===== src/rtl/tts_pkg.sv =====
// Shared types and constants of the task table round-robin scheduler.
`default_nettype none

package tts_pkg;

    // Default table geometry
    localparam int TTS_NUM_TASKS  = 16;
    localparam int TTS_SLOT_BYTES = 2048;

    // Initial exception frame pushed below the stack top
    localparam int          FRAME_WORDS = 17;
    localparam logic [31:0] FRAME_BYTES = 32'(FRAME_WORDS * 4);
    localparam logic [31:0] FRAME_NEG   = 32'd0 - FRAME_BYTES;

    // Stack sizes must be a multiple of eight bytes
    localparam logic [15:0] ALIGN_MASK = 16'h0007;

    // Reset value of the minimum stack size register
    localparam logic [15:0] MIN_STACK_RESET = 16'd512;

    // Register select, taken from paddr[2]
    localparam logic REG_BASE = 1'b0;
    localparam logic REG_MIN  = 1'b1;

    // Operation codes carried by an item
    typedef enum logic [2:0] {
        OP_INIT   = 3'd0,
        OP_CREATE = 3'd1,
        OP_START  = 3'd2,
        OP_YIELD  = 3'd3,
        OP_EXIT   = 3'd4,
        OP_SWITCH = 3'd5,
        OP_INFO   = 3'd6,
        OP_GETID  = 3'd7
    } tts_op_t;

    // Per-slot task state
    typedef enum logic [1:0] {
        TS_DORMANT = 2'd0,
        TS_READY   = 2'd1,
        TS_RUNNING = 2'd2
    } tts_tstate_t;

    // Sequencer states
    typedef enum logic [3:0] {
        S_IDLE,
        S_FREE,
        S_CHECK,
        S_CALC_TOP,
        S_CALC_SP,
        S_PICK,
        S_SAVE,
        S_SW_CHK,
        S_SW_READ,
        S_EXIT,
        S_INFO_CHK
    } tts_fsm_t;

    // Write request into the task record memory
    typedef struct packed {
        logic        entry_we;
        logic        size_we;
        logic        sp_we;
        logic [31:0] entry;
        logic [15:0] size;
        logic [31:0] sp;
    } tts_wr_t;

    // One task record as read back
    typedef struct packed {
        logic [31:0] entry;
        logic [15:0] size;
        logic [31:0] sp;
    } tts_rec_t;

    // One result item
    typedef struct packed {
        logic        status;
        logic [3:0]  id;
        logic [31:0] top;
        logic [31:0] sp;
        logic [1:0]  tstate;
        logic [31:0] entry;
        logic [15:0] size;
        logic        req;
    } tts_res_t;

endpackage

`default_nettype wire


===== src/rtl/tts_table.sv =====
// Task record memory: entry address, stack size and saved stack pointer per slot.
`default_nettype none

module tts_table
    import tts_pkg::*;
#(
    parameter int NUM_TASKS = TTS_NUM_TASKS
)
(
    input  wire logic                         clk,
    input  wire logic [$clog2(NUM_TASKS)-1:0] addr,
    input  wire tts_wr_t                      wr,
    output tts_rec_t                          rd
);

    logic [31:0] entry_mem [NUM_TASKS];
    logic [15:0] size_mem  [NUM_TASKS];
    logic [31:0] sp_mem    [NUM_TASKS];
    tts_rec_t    rd_reg;

    // Write the selected fields of one record
    always_ff @(posedge clk)
    begin
        if (wr.entry_we)
        begin
            entry_mem[addr] <= wr.entry;
        end
        if (wr.size_we)
        begin
            size_mem[addr] <= wr.size;
        end
        if (wr.sp_we)
        begin
            sp_mem[addr] <= wr.sp;
        end
    end

    // Read the addressed record every cycle, registered
    always_ff @(posedge clk)
    begin
        rd_reg.entry <= entry_mem[addr];
        rd_reg.size  <= size_mem[addr];
        rd_reg.sp    <= sp_mem[addr];
    end

    assign rd = rd_reg;

endmodule

`default_nettype wire


===== src/rtl/task_table_round_robin_scheduler.sv =====
// Task table with round-robin scheduler: register port, sequencer and slot state.
// Get-id, yield and a start or info rejected on entry answer in the cycle after the item
// is taken; exit, init and info pass through further sequencer states; create, start and
// switch scan the table one slot per cycle while busy.
// busy stays high until the result strobe; the next item can be taken in that cycle.
// The result is shown on done for one cycle. Reset clears all slots to dormant.
`default_nettype none

module task_table_round_robin_scheduler
    import tts_pkg::*;
#(
    parameter int NUM_TASKS  = TTS_NUM_TASKS,
    parameter int SLOT_BYTES = TTS_SLOT_BYTES
)
(
    input  wire logic        clk,
    input  wire logic        rst_n,
    // Register port
    input  wire logic        psel,
    input  wire logic        penable,
    input  wire logic        pwrite,
    input  wire logic [2:0]  paddr,
    input  wire logic [31:0] pwdata,
    output logic      [31:0] prdata,
    output logic             pready,
    // Item in
    input  wire logic        start,
    output logic             busy,
    input  wire logic [2:0]  mode,
    input  wire logic [15:0] stack_bytes,
    input  wire logic [31:0] entry_addr,
    input  wire logic [3:0]  query_id,
    input  wire logic [31:0] outgoing_sp,
    // Result out
    output logic             done,
    output logic             status,
    output logic      [3:0]  id_out,
    output logic      [31:0] stack_top_out,
    output logic      [31:0] sp_out,
    output logic      [1:0]  state_out,
    output logic      [31:0] entry_out,
    output logic      [15:0] size_out,
    output logic             switch_request
);

    localparam int IDX_W = $clog2(NUM_TASKS);
    localparam int CNT_W = $clog2(NUM_TASKS + 1);
    localparam logic [IDX_W-1:0] LAST_IDX = IDX_W'(NUM_TASKS - 1);
    localparam logic [CNT_W-1:0] CNT_FULL = CNT_W'(NUM_TASKS);

    // Configuration registers
    logic [31:0] base_reg;
    logic [15:0] min_reg;

    // Sequencer and item registers
    tts_fsm_t          fsm_reg,    fsm_next;
    tts_op_t           op_reg,     op_next;
    logic [15:0]       sbytes_reg, sbytes_next;
    logic [31:0]       entry_reg,  entry_next;
    logic [31:0]       osp_reg,    osp_next;
    logic [IDX_W-1:0]  idx_reg,    idx_next;
    logic [CNT_W-1:0]  cnt_reg,    cnt_next;
    logic              found_reg,  found_next;
    logic [31:0]       top_reg,    top_next;

    // Scheduler state
    logic [IDX_W-1:0]  cur_reg,    cur_next;
    logic              init_reg,   init_next;
    logic              run_reg,    run_next;
    tts_tstate_t       state_reg  [NUM_TASKS];
    tts_tstate_t       state_next [NUM_TASKS];

    // Result
    tts_res_t          res_reg,    res_next;
    logic              done_reg,   done_next;

    // Datapath
    logic              accept;
    logic              cfg_wr;
    tts_op_t           op_in;
    tts_tstate_t       cur_st;
    logic [IDX_W-1:0]  idx_inc;
    logic [IDX_W-1:0]  cur_inc;
    logic [IDX_W:0]    slot_num;
    logic [31:0]       slot_off;
    logic [31:0]       add_a;
    logic [31:0]       add_b;
    logic [31:0]       add_sum;
    logic              pick_hit;
    logic              create_err;
    tts_wr_t           wr;
    tts_rec_t          rd;

    assign accept = start && !busy;
    assign cfg_wr = psel && penable && pwrite && pready;
    assign op_in  = tts_op_t'(mode);

    // Register port: always ready, decode on paddr[2]
    assign pready = 1'b1;
    assign prdata = (paddr[2] == REG_MIN) ? {16'd0, min_reg} : base_reg;

    always_ff @(posedge clk or negedge rst_n)
    begin
        if (!rst_n)
        begin
            base_reg <= 32'd0;
            min_reg  <= MIN_STACK_RESET;
        end
        else if (cfg_wr)
        begin
            case (paddr[2])
                REG_BASE: base_reg <= pwdata;
                REG_MIN:  min_reg  <= pwdata[15:0];
                default:  base_reg <= base_reg;
            endcase
        end
    end

    // Slot state at the sequencer's index
    assign cur_st  = state_reg[idx_reg];
    assign idx_inc = (idx_reg == LAST_IDX) ? '0 : idx_reg + 1'b1;
    assign cur_inc = (cur_reg == LAST_IDX) ? '0 : cur_reg + 1'b1;

    // Shared adder: stack top, then top minus the initial frame
    assign slot_num = {1'b0, idx_reg} + 1'b1;
    assign slot_off = 32'(32'(slot_num) * 32'(SLOT_BYTES));
    assign add_a    = (fsm_reg == S_CALC_SP) ? top_reg : base_reg;
    assign add_b    = (fsm_reg == S_CALC_SP) ? FRAME_NEG : slot_off;
    assign add_sum  = add_a + add_b;

    assign pick_hit = (idx_reg != '0) && (cur_st == TS_READY);

    assign create_err = !init_reg || (entry_reg == 32'd0) || (sbytes_reg < min_reg) ||
                        ((sbytes_reg & ALIGN_MASK) != 16'd0) || !found_reg ||
                        (32'(sbytes_reg) > 32'(SLOT_BYTES));

    // Next state and outputs of the sequencer
    always_comb
    begin
        fsm_next    = fsm_reg;
        op_next     = op_reg;
        sbytes_next = sbytes_reg;
        entry_next  = entry_reg;
        osp_next    = osp_reg;
        idx_next    = idx_reg;
        cnt_next    = cnt_reg;
        found_next  = found_reg;
        top_next    = top_reg;
        cur_next    = cur_reg;
        init_next   = init_reg;
        run_next    = run_reg;
        state_next  = state_reg;
        res_next    = res_reg;
        done_next   = 1'b0;
        wr          = '0;

        case (fsm_reg)
            S_IDLE:
            begin
                if (accept)
                begin
                    op_next     = op_in;
                    sbytes_next = stack_bytes;
                    entry_next  = entry_addr;
                    osp_next    = outgoing_sp;
                    case (op_in)
                        OP_INIT:
                        begin
                            idx_next = '0;
                            fsm_next = S_CALC_TOP;
                        end
                        OP_CREATE:
                        begin
                            idx_next = IDX_W'(1);
                            fsm_next = S_FREE;
                        end
                        OP_START:
                        begin
                            if (!init_reg || run_reg)
                            begin
                                res_next        = '0;
                                res_next.status = 1'b1;
                                done_next       = 1'b1;
                            end
                            else
                            begin
                                idx_next = cur_inc;
                                cnt_next = CNT_W'(1);
                                fsm_next = S_PICK;
                            end
                        end
                        OP_YIELD:
                        begin
                            res_next     = '0;
                            res_next.req = run_reg;
                            done_next    = 1'b1;
                        end
                        OP_EXIT:
                        begin
                            idx_next = cur_reg;
                            fsm_next = S_EXIT;
                        end
                        OP_SWITCH:
                        begin
                            idx_next = cur_reg;
                            fsm_next = S_SAVE;
                        end
                        OP_INFO:
                        begin
                            if (!init_reg || (32'(query_id) >= 32'(NUM_TASKS)))
                            begin
                                res_next        = '0;
                                res_next.status = 1'b1;
                                done_next       = 1'b1;
                            end
                            else
                            begin
                                idx_next = IDX_W'(query_id);
                                fsm_next = S_INFO_CHK;
                            end
                        end
                        default:
                        begin
                            res_next    = '0;
                            res_next.id = run_reg ? 4'(cur_reg) : 4'd0;
                            done_next   = 1'b1;
                        end
                    endcase
                end
            end

            // Find the first dormant user slot
            S_FREE:
            begin
                if (cur_st == TS_DORMANT)
                begin
                    found_next = 1'b1;
                    fsm_next   = S_CHECK;
                end
                else if (idx_reg == LAST_IDX)
                begin
                    found_next = 1'b0;
                    fsm_next   = S_CHECK;
                end
                else
                begin
                    idx_next = idx_inc;
                end
            end

            // Validate a create request
            S_CHECK:
            begin
                if (create_err)
                begin
                    res_next        = '0;
                    res_next.status = 1'b1;
                    done_next       = 1'b1;
                    fsm_next        = S_IDLE;
                end
                else
                begin
                    fsm_next = S_CALC_TOP;
                end
            end

            // Stack top of the indexed slot; info finishes here
            S_CALC_TOP:
            begin
                top_next = add_sum;
                if (op_reg == OP_INFO)
                begin
                    res_next        = '0;
                    res_next.id     = 4'(idx_reg);
                    res_next.top    = add_sum;
                    res_next.sp     = rd.sp;
                    res_next.tstate = cur_st;
                    res_next.entry  = rd.entry;
                    res_next.size   = rd.size;
                    done_next       = 1'b1;
                    fsm_next        = S_IDLE;
                end
                else
                begin
                    fsm_next = S_CALC_SP;
                end
            end

            // Initial stack pointer; commit init or create
            S_CALC_SP:
            begin
                wr.entry_we = 1'b1;
                wr.size_we  = 1'b1;
                wr.sp_we    = 1'b1;
                wr.sp       = add_sum;
                res_next    = '0;
                if (op_reg == OP_INIT)
                begin
                    wr.entry = 32'd0;
                    wr.size  = min_reg;
                    for (int i = 0; i < NUM_TASKS; i++)
                    begin
                        state_next[i] = TS_DORMANT;
                    end
                    state_next[0] = TS_READY;
                    cur_next      = '0;
                    run_next      = 1'b0;
                    init_next     = 1'b1;
                end
                else
                begin
                    wr.entry              = entry_reg;
                    wr.size               = sbytes_reg;
                    state_next[idx_reg]   = TS_READY;
                    res_next.id           = 4'(idx_reg);
                    res_next.top          = top_reg;
                    res_next.sp           = add_sum;
                end
                done_next = 1'b1;
                fsm_next  = S_IDLE;
            end

            // Round-robin search for the next ready user task
            S_PICK:
            begin
                if (pick_hit || (cnt_reg == CNT_FULL))
                begin
                    if (op_reg == OP_START)
                    begin
                        res_next = '0;
                        if (pick_hit)
                        begin
                            run_next     = 1'b1;
                            res_next.req = 1'b1;
                        end
                        else
                        begin
                            res_next.status = 1'b1;
                        end
                        done_next = 1'b1;
                        fsm_next  = S_IDLE;
                    end
                    else
                    begin
                        if (!pick_hit)
                        begin
                            idx_next = '0;
                        end
                        fsm_next = S_SW_CHK;
                    end
                end
                else
                begin
                    idx_next = idx_inc;
                    cnt_next = CNT_W'(cnt_reg + 1'b1);
                end
            end

            // Save the outgoing task's stack pointer
            S_SAVE:
            begin
                if ((osp_reg != 32'd0) && (cur_st == TS_RUNNING))
                begin
                    wr.sp_we            = 1'b1;
                    wr.sp               = osp_reg;
                    state_next[idx_reg] = TS_READY;
                end
                idx_next = cur_inc;
                cnt_next = CNT_W'(1);
                fsm_next = S_PICK;
            end

            // Resume the picked task, or hold the current one
            S_SW_CHK:
            begin
                if (cur_st == TS_READY)
                begin
                    cur_next            = idx_reg;
                    state_next[idx_reg] = TS_RUNNING;
                    fsm_next            = S_SW_READ;
                end
                else
                begin
                    res_next    = '0;
                    res_next.id = 4'(cur_reg);
                    res_next.sp = osp_reg;
                    done_next   = 1'b1;
                    fsm_next    = S_IDLE;
                end
            end

            S_SW_READ:
            begin
                res_next    = '0;
                res_next.id = 4'(idx_reg);
                res_next.sp = rd.sp;
                done_next   = 1'b1;
                fsm_next    = S_IDLE;
            end

            // Drop the running task
            S_EXIT:
            begin
                res_next = '0;
                if (run_reg && (cur_reg != '0) && (cur_st == TS_RUNNING))
                begin
                    state_next[idx_reg] = TS_DORMANT;
                    res_next.req        = 1'b1;
                end
                else
                begin
                    res_next.status = 1'b1;
                end
                done_next = 1'b1;
                fsm_next  = S_IDLE;
            end

            // Queried slot must be in use; record read starts here
            S_INFO_CHK:
            begin
                if (cur_st == TS_DORMANT)
                begin
                    res_next        = '0;
                    res_next.status = 1'b1;
                    done_next       = 1'b1;
                    fsm_next        = S_IDLE;
                end
                else
                begin
                    fsm_next = S_CALC_TOP;
                end
            end

            default:
            begin
                fsm_next = S_IDLE;
            end
        endcase
    end

    // Control registers
    always_ff @(posedge clk or negedge rst_n)
    begin
        if (!rst_n)
        begin
            fsm_reg  <= S_IDLE;
            cur_reg  <= '0;
            init_reg <= 1'b0;
            run_reg  <= 1'b0;
            done_reg <= 1'b0;
            for (int i = 0; i < NUM_TASKS; i++)
            begin
                state_reg[i] <= TS_DORMANT;
            end
        end
        else
        begin
            fsm_reg   <= fsm_next;
            cur_reg   <= cur_next;
            init_reg  <= init_next;
            run_reg   <= run_next;
            done_reg  <= done_next;
            state_reg <= state_next;
        end
    end

    // Payload registers
    always_ff @(posedge clk)
    begin
        op_reg     <= op_next;
        sbytes_reg <= sbytes_next;
        entry_reg  <= entry_next;
        osp_reg    <= osp_next;
        idx_reg    <= idx_next;
        cnt_reg    <= cnt_next;
        found_reg  <= found_next;
        top_reg    <= top_next;
        res_reg    <= res_next;
    end

    tts_table #(
        .NUM_TASKS (NUM_TASKS)
    ) u_table (
        .clk  (clk),
        .addr (idx_reg),
        .wr   (wr),
        .rd   (rd)
    );

    assign busy           = (fsm_reg != S_IDLE);
    assign done           = done_reg;
    assign status         = res_reg.status;
    assign id_out         = res_reg.id;
    assign stack_top_out  = res_reg.top;
    assign sp_out         = res_reg.sp;
    assign state_out      = res_reg.tstate;
    assign entry_out      = res_reg.entry;
    assign size_out       = res_reg.size;
    assign switch_request = res_reg.req;

endmodule

`default_nettype wire


===== config.mk =====
export PLATFORM = sky130hd
export DESIGN_NAME = task_table_round_robin_scheduler
export DESIGN_NICKNAME = d
export VERILOG_FILES = /design/src/rtl/tts_pkg.sv /design/src/rtl/tts_table.sv /design/src/rtl/task_table_round_robin_scheduler.sv
export SDC_FILE = /design/constraint.sdc
export NUM_CORES = 2
export LEC_CHECK = 0
export ABC_CLOCK_PERIOD_IN_PS = 9400
export BUFFER_PORTS_ARGS = -buffer_cell sky130_fd_sc_hd__clkbuf_2
export CAP_MARGIN = 40
export CELL_PAD_IN_SITES_DETAIL_PLACEMENT = 1
export CELL_PAD_IN_SITES_GLOBAL_PLACEMENT = 1
export CORE_MARGIN = 1.5
export CORE_UTILIZATION = 40
export CTS_BUF_LIST = sky130_fd_sc_hd__clkbuf_8 sky130_fd_sc_hd__clkbuf_16
export CTS_CLUSTER_DIAMETER = 30
export DETAILED_ROUTE_END_ITERATION = 8
export GPL_TIMING_DRIVEN = 0
export MAX_ROUTING_LAYER = met4
export PLACE_DENSITY_LB_ADDON = 0.1
export SETUP_SLACK_MARGIN = 0.05
export SLEW_MARGIN = 20
export SYNTH_ARGS = -nofsm -noshare
export SYNTH_HDL_FRONTEND = slang
export SYNTH_SLANG_ARGS = --single-unit

===== constraint.sdc =====
create_clock -name clk -period 9.4 [get_ports clk]
set_input_delay 1.88 -clock clk [delete_from_list [all_inputs] [get_ports clk]]
set_output_delay 1.88 -clock clk [all_outputs]
set_load 0.02 [all_outputs]

### Word level (Yosys, flattened, before mapping)

Memory sizes are Yosys's and may differ from the RTL's. A register that Yosys moved wholly into a read port is not among the register bits.
Index checks and enable logic that the tools add are counted.

| storage, ports and cells | value |
|---|---|
| bits in registers | 336 |
| bits in writable memories | 1280 |
| bits of input ports | 128 |
| memories | 3 |

Memories:

| memory | words | width | rd ports | clocked after Yosys merged registers in | write ports | RTL line | text |
|---|---|---|---|---|---|---|---|
| u_table.entry_mem | 16 | 32 | 1 | 1 | 1 | tts_table.sv:16 | `logic [31:0] entry_mem [NUM_TASKS];` |
| u_table.sp_mem | 16 | 32 | 1 | 1 | 1 | tts_table.sv:18 | `logic [31:0] sp_mem [NUM_TASKS];` |
| u_table.size_mem | 16 | 16 | 1 | 1 | 1 | tts_table.sv:17 | `logic [15:0] size_mem [NUM_TASKS];` |

| cells by class | value |
|---|---|
| add/sub/neg operators | 5 |
| order comparisons | 4 |
| eq/ne operators | 50 |
| muxes and demuxes | 93 |
| bitwise logic cells | 10 |
| reductions and logical operators | 50 |

Operators by type and width:

| kind | number |
|---|---|
| $mux W120 | 9 |
| $pmux W120 S9 | 1 |
| $pmux W120 S4 | 1 |
| $mux W32 | 8 |
| $pmux W32 S4 | 1 |
| $mux W48 | 2 |
| $mux W4 | 20 |
| $mux W68 | 1 |
| $pmux W32 S2 | 1 |
| $add A32 B32 Y32 | 1 |
| $and A16 B16 Y16 | 2 |
| $and A32 B32 Y32 | 1 |
| $logic_not A32 Y1 | 1 |
| $ne A2 B2 Y1 const B | 16 |
| $not A16 Y16 | 2 |
| $not A32 Y32 | 1 |
| $or A16 B16 Y16 | 2 |
| $pmux W4 S8 | 1 |
| $reduce_bool A32 Y1 | 1 |
| $mux W1 | 25 |
| $pmux W4 S6 | 1 |
| $ne A3 B3 Y1 const B | 7 |
| $eq A4 B4 Y1 const B | 5 |
| $mux W5 | 4 |
| 53 further kinds | 98 |

### Logic depth before layout (Yosys ltp)

| depth | value |
|---|---|
| depth in word-level cells | 10 |
| gate-level depth with buffers | 19 |
| gate-level depth less buffers | 12 |

### Cells and area by module

A second synthesis with hierarchy kept.

| unflattened totals | value |
|---|---|
| cells, all modules | 3653 |
| area, all modules | 66764.0 um^2 |

By module, submodules not included:

| module | instances | cells each | area each (um^2) | sequential area each (um^2) |
|---|---|---|---|---|
| tts_table | 1 | 2102 | 49612.6 | 40038.4 |
| task_table_round_robin_scheduler | 1 | 1551 | 17151.4 | 9635.5 |

### Worst setup path after synthesis

No wires, ideal clock.

| path | value |
|---|---|
| path kind | input to register |
| start point | input start |
| end point | register res_reg (netlist bit entry_out[0]) (enable) |
| setup time | 507 ps |
| arrival | 7524 ps |
| slack | 1370 ps |
| stages on the path | 4 |
| cells stage by stage | and2_1 a221oi_1 o311ai_0 a311o_1 |

| on the way | value |
|---|---|
| longest elaborated chain between the ends | 3 |

Ends and longest elaborated chain:

| what | RTL line | text |
|---|---|---|
| start, declared | task_table_round_robin_scheduler.sv:27 | `input wire logic start,` |
| $logic_and A1 B1 Y1 | task_table_round_robin_scheduler.sv:94 | `assign accept = start && !busy;` |
| $ne A2 B2 Y1 (no source line) | - |  |
| $reduce_and A11 Y1 (no source line) | - |  |
| end signal, assigned | task_table_round_robin_scheduler.sv:478 | `res_reg <= res_next;` |
| end, declared | task_table_round_robin_scheduler.sv:74 | `tts_res_t res_reg, res_next;` |

Every way passes these cells.
A chain may end at the register's enable or synchronous reset.

==> metrics.txt <==
area of the multi-input gates=16,400 um2; drt pass-1 iters=5; DRT antenna net count=0; nets=4,483; DP Worst Slack=2.36 ns; DR iter-0 viols=4,624; Tot GR Track Use=27.4%; Ports=roughly 280; clock skew=0.0599 ns; number of synthesized flops with an enable pin=1,525; largest net degree at the start of global routing=71; Area contributors post-synth=edfxtp_1, mux4_2, dfrtp_1; VDD IR max=0.233 mV; vias=38,919; Root Buffer=clkbuf_16; crit path capture type=flop; row count=roughly 150; FF+latch count, synth=1,696; Fillers=14,850; post-route minimum period=7.28 ns; antenna violations before repair=13; gpl congestion=0.883; die height=412 um; final setup margin=2.12 ns; end of the worst hold path=size_out[1]; Max Fclk=137 MHz; final cell utilization of the core=around 53%; R2R depth=17; Worst Min Path Start=u_table.rd[33]; worst skew pair latency=0.95 ns; share of cells above drive strength 1=37.0%; max_slew headroom=37.8%; reg-to-reg startpoint=fsm_reg[0]; Clock Tree Buf Depth=4; fin crit share=77.5%; Sink Count=1,696; RSZ-0062 raised after global routing=false; CTS tree=done; Post-Synthesis Cell Area=66,800 um2; Resize count post-CTS=0; Total Wirelength=226 mm; synthesized instance count=3,448; crit path kind=reg2reg; die area=around 170,000 um2; syn avg cell area=19.4 um2; vias in the first global route=40,529; first-pass GRT wire length=313 mm; Area Growth Syn to Fin=32.0%; Slew Viols, Final=0; reg-to-reg endpoint=u_table.sp_mem[15][24]; Distinct cells, synth=85; Reg area=49,700 um2; post-synth top area cell=edfxtp_1; HP Class=reg2reg; crit-path max FO=15; setup bufs post-CTS=0; crit start category=flop; Crit path required time=10.06 ns; ys async rst share=5.37%; ys flop type=edfxtp_1; crit path DAT=7.94 ns; core area=165,000 um2; Finish-stage setup viols=0; Wirelength per Cell=33.0 um; Final Hold Viols=0; H-tree Lvls=5; status=completed; Seq/Total Area, Yosys=74.4%; Die Wd=412 um; cts bufs inserted=391; Worst Max-Slew Pin Slew=between 0.9 and 1 ns; Post-synth top cells=edfxtp_1, mux4_2, nand2_1; DR vias/cell=5.69; pwr dens=361 nW/um2; DRC Markers=0; Largest regs=u_table.entry_mem: 512 flops, u_table.sp_mem: 512 flops, u_table.size_mem: 256 flops; worst hold stages=1; yosys warns=0; clock-pin slew on the worst setup and hold paths=0.05 ns; Hold Buf Count CTS=0; most common cell in the netlist=edfxtp_1; post-synth net total=3,605; Cell Count Post-Placement=6,114; Port Buffer Count=278; share of the synthesized area in the top cell type=roughly two thirds; Post-Layout Cell Count=6,834; Max Cap Viol=0; post-detail-place hpwl=~150 mm; global route total overflow=0; Starting Density=40.4%; Total Power=31.9 mW; R2R setup slack=2.12 ns; Leak Pwr=31.3 nW
==> per-stage QoR <==
stage / hold WS, ns / setup TNS, ns / cell area [um2]
2_1_floorplan: 0.451 / 0 / 66800
3_3_place_gp: 0.482 / -539.28 / 70900
3_5_place_dp: 0.490 / 0 / 74800
4_1_cts: 0.465 / 0 / 88100
5_1_grt: 0.497 / 0 / 88200
6_report: 0.482 / 0 / 88200
==> layer usage <==
| metal | vias up | track usage [%] | wire (um) |
|---|---|---|---|
| li1 | 15991 | - | - |
| met1 | 20829 | 36.9 | 95100 |
| met2 | 1726 | 40.8 | 105000 |
| met3 | 373 | 7.31 | 19600 |
| met4 | 0 | 8.67 | 6310 |
| met5 | - | - | 0 |
==> cells in the final DEF, fill, tap and decap left out, types with 58 or more instances in the layout <==
master     instances
nand2_1          180
dfxtp_1           80
clkinv_2          58
clkbuf_1         116
buf_6             62
nor2_1            72
inv_1            101
mux2_2            69
clkbuf_16        396
clkbuf_2         301
mux4_2           405
dfrtp_1           90
buf_16            60
edfxtp_1        1525
a21oi_1           75
bufinv_16         58
o21ai_0          112
==> report_power, final <==
part / switching (mW) / internal, mW / leakage, nW
Combinational: 5.00 / 3.10 / 8.70
Sequential: 0.523 / 9.55 / 16.0
Clock: 4.32 / 9.35 / 6.62
Total: 9.85 / 22.0 / 31.3
==> critical path: stages, from the launching register on <==
cell and delay [ns]:
dfrtp_1 0.48, nor4b_2 0.66, buf_4 0.32, buf_2 0.28
buf_1 0.61, clkbuf_2 0.69, buf_2 0.57, and2_1 0.23
ha_1 0.28, nand3_1 0.38, o21ai_0 0.44, a41oi_1 0.26
o21bai_1 0.29, buf_2 0.33, a21oi_1 0.13, xnor2_1 0.54
o21ai_1 0.26, buf_4 0.25
==> worst max-delay path by stage <==
stage	slack, ns	cells after the start	endpoint	startpoint
2_1_floorplan	1.37	4	entry_out[0]	start
3_3_place_gp	-3.63	5	entry_out[30]	start
3_5_place_dp	2.36	17	u_table.sp_mem[14][24]	fsm_reg[0]
4_1_cts	2.32	17	u_table.sp_mem[15][24]	fsm_reg[0]
5_1_grt	1.88	18	u_table.sp_mem[14][31]	fsm_reg[0]
6_report	2.12	17	u_table.sp_mem[15][24]	fsm_reg[0]
==> cells by family after synthesis <==
family / count (synthesis) / share of synthesized area (%)
DFF: 1696 / 74.4
other: 1 / 0.00561
xor gates and xnor gates: 52 / 0.682
buffers and inverters: 250 / 1.50
and+or+nand+nor: 550 / 4.08
adders and majority gates: 29 / 0.543
AOI/OAI and AO/OA: 383 / 3.81
muxes: 487 / 15.0
==> area by class of cell <==
type | instances | share of cell area, %
tap | 2189 | 3.11
multi-input combinational | 1502 | 18.6
buffer | 195 | 0.966
inverter | 55 | 0.234
antenna | 5 | 0.0142
sequential | 1696 | 56.3
timing repair buffer | 485 | 5.60
clock inverter | 292 | 3.60
clock buffer | 415 | 11.5
Note: power is estimated with default switching activity, not from simulation.
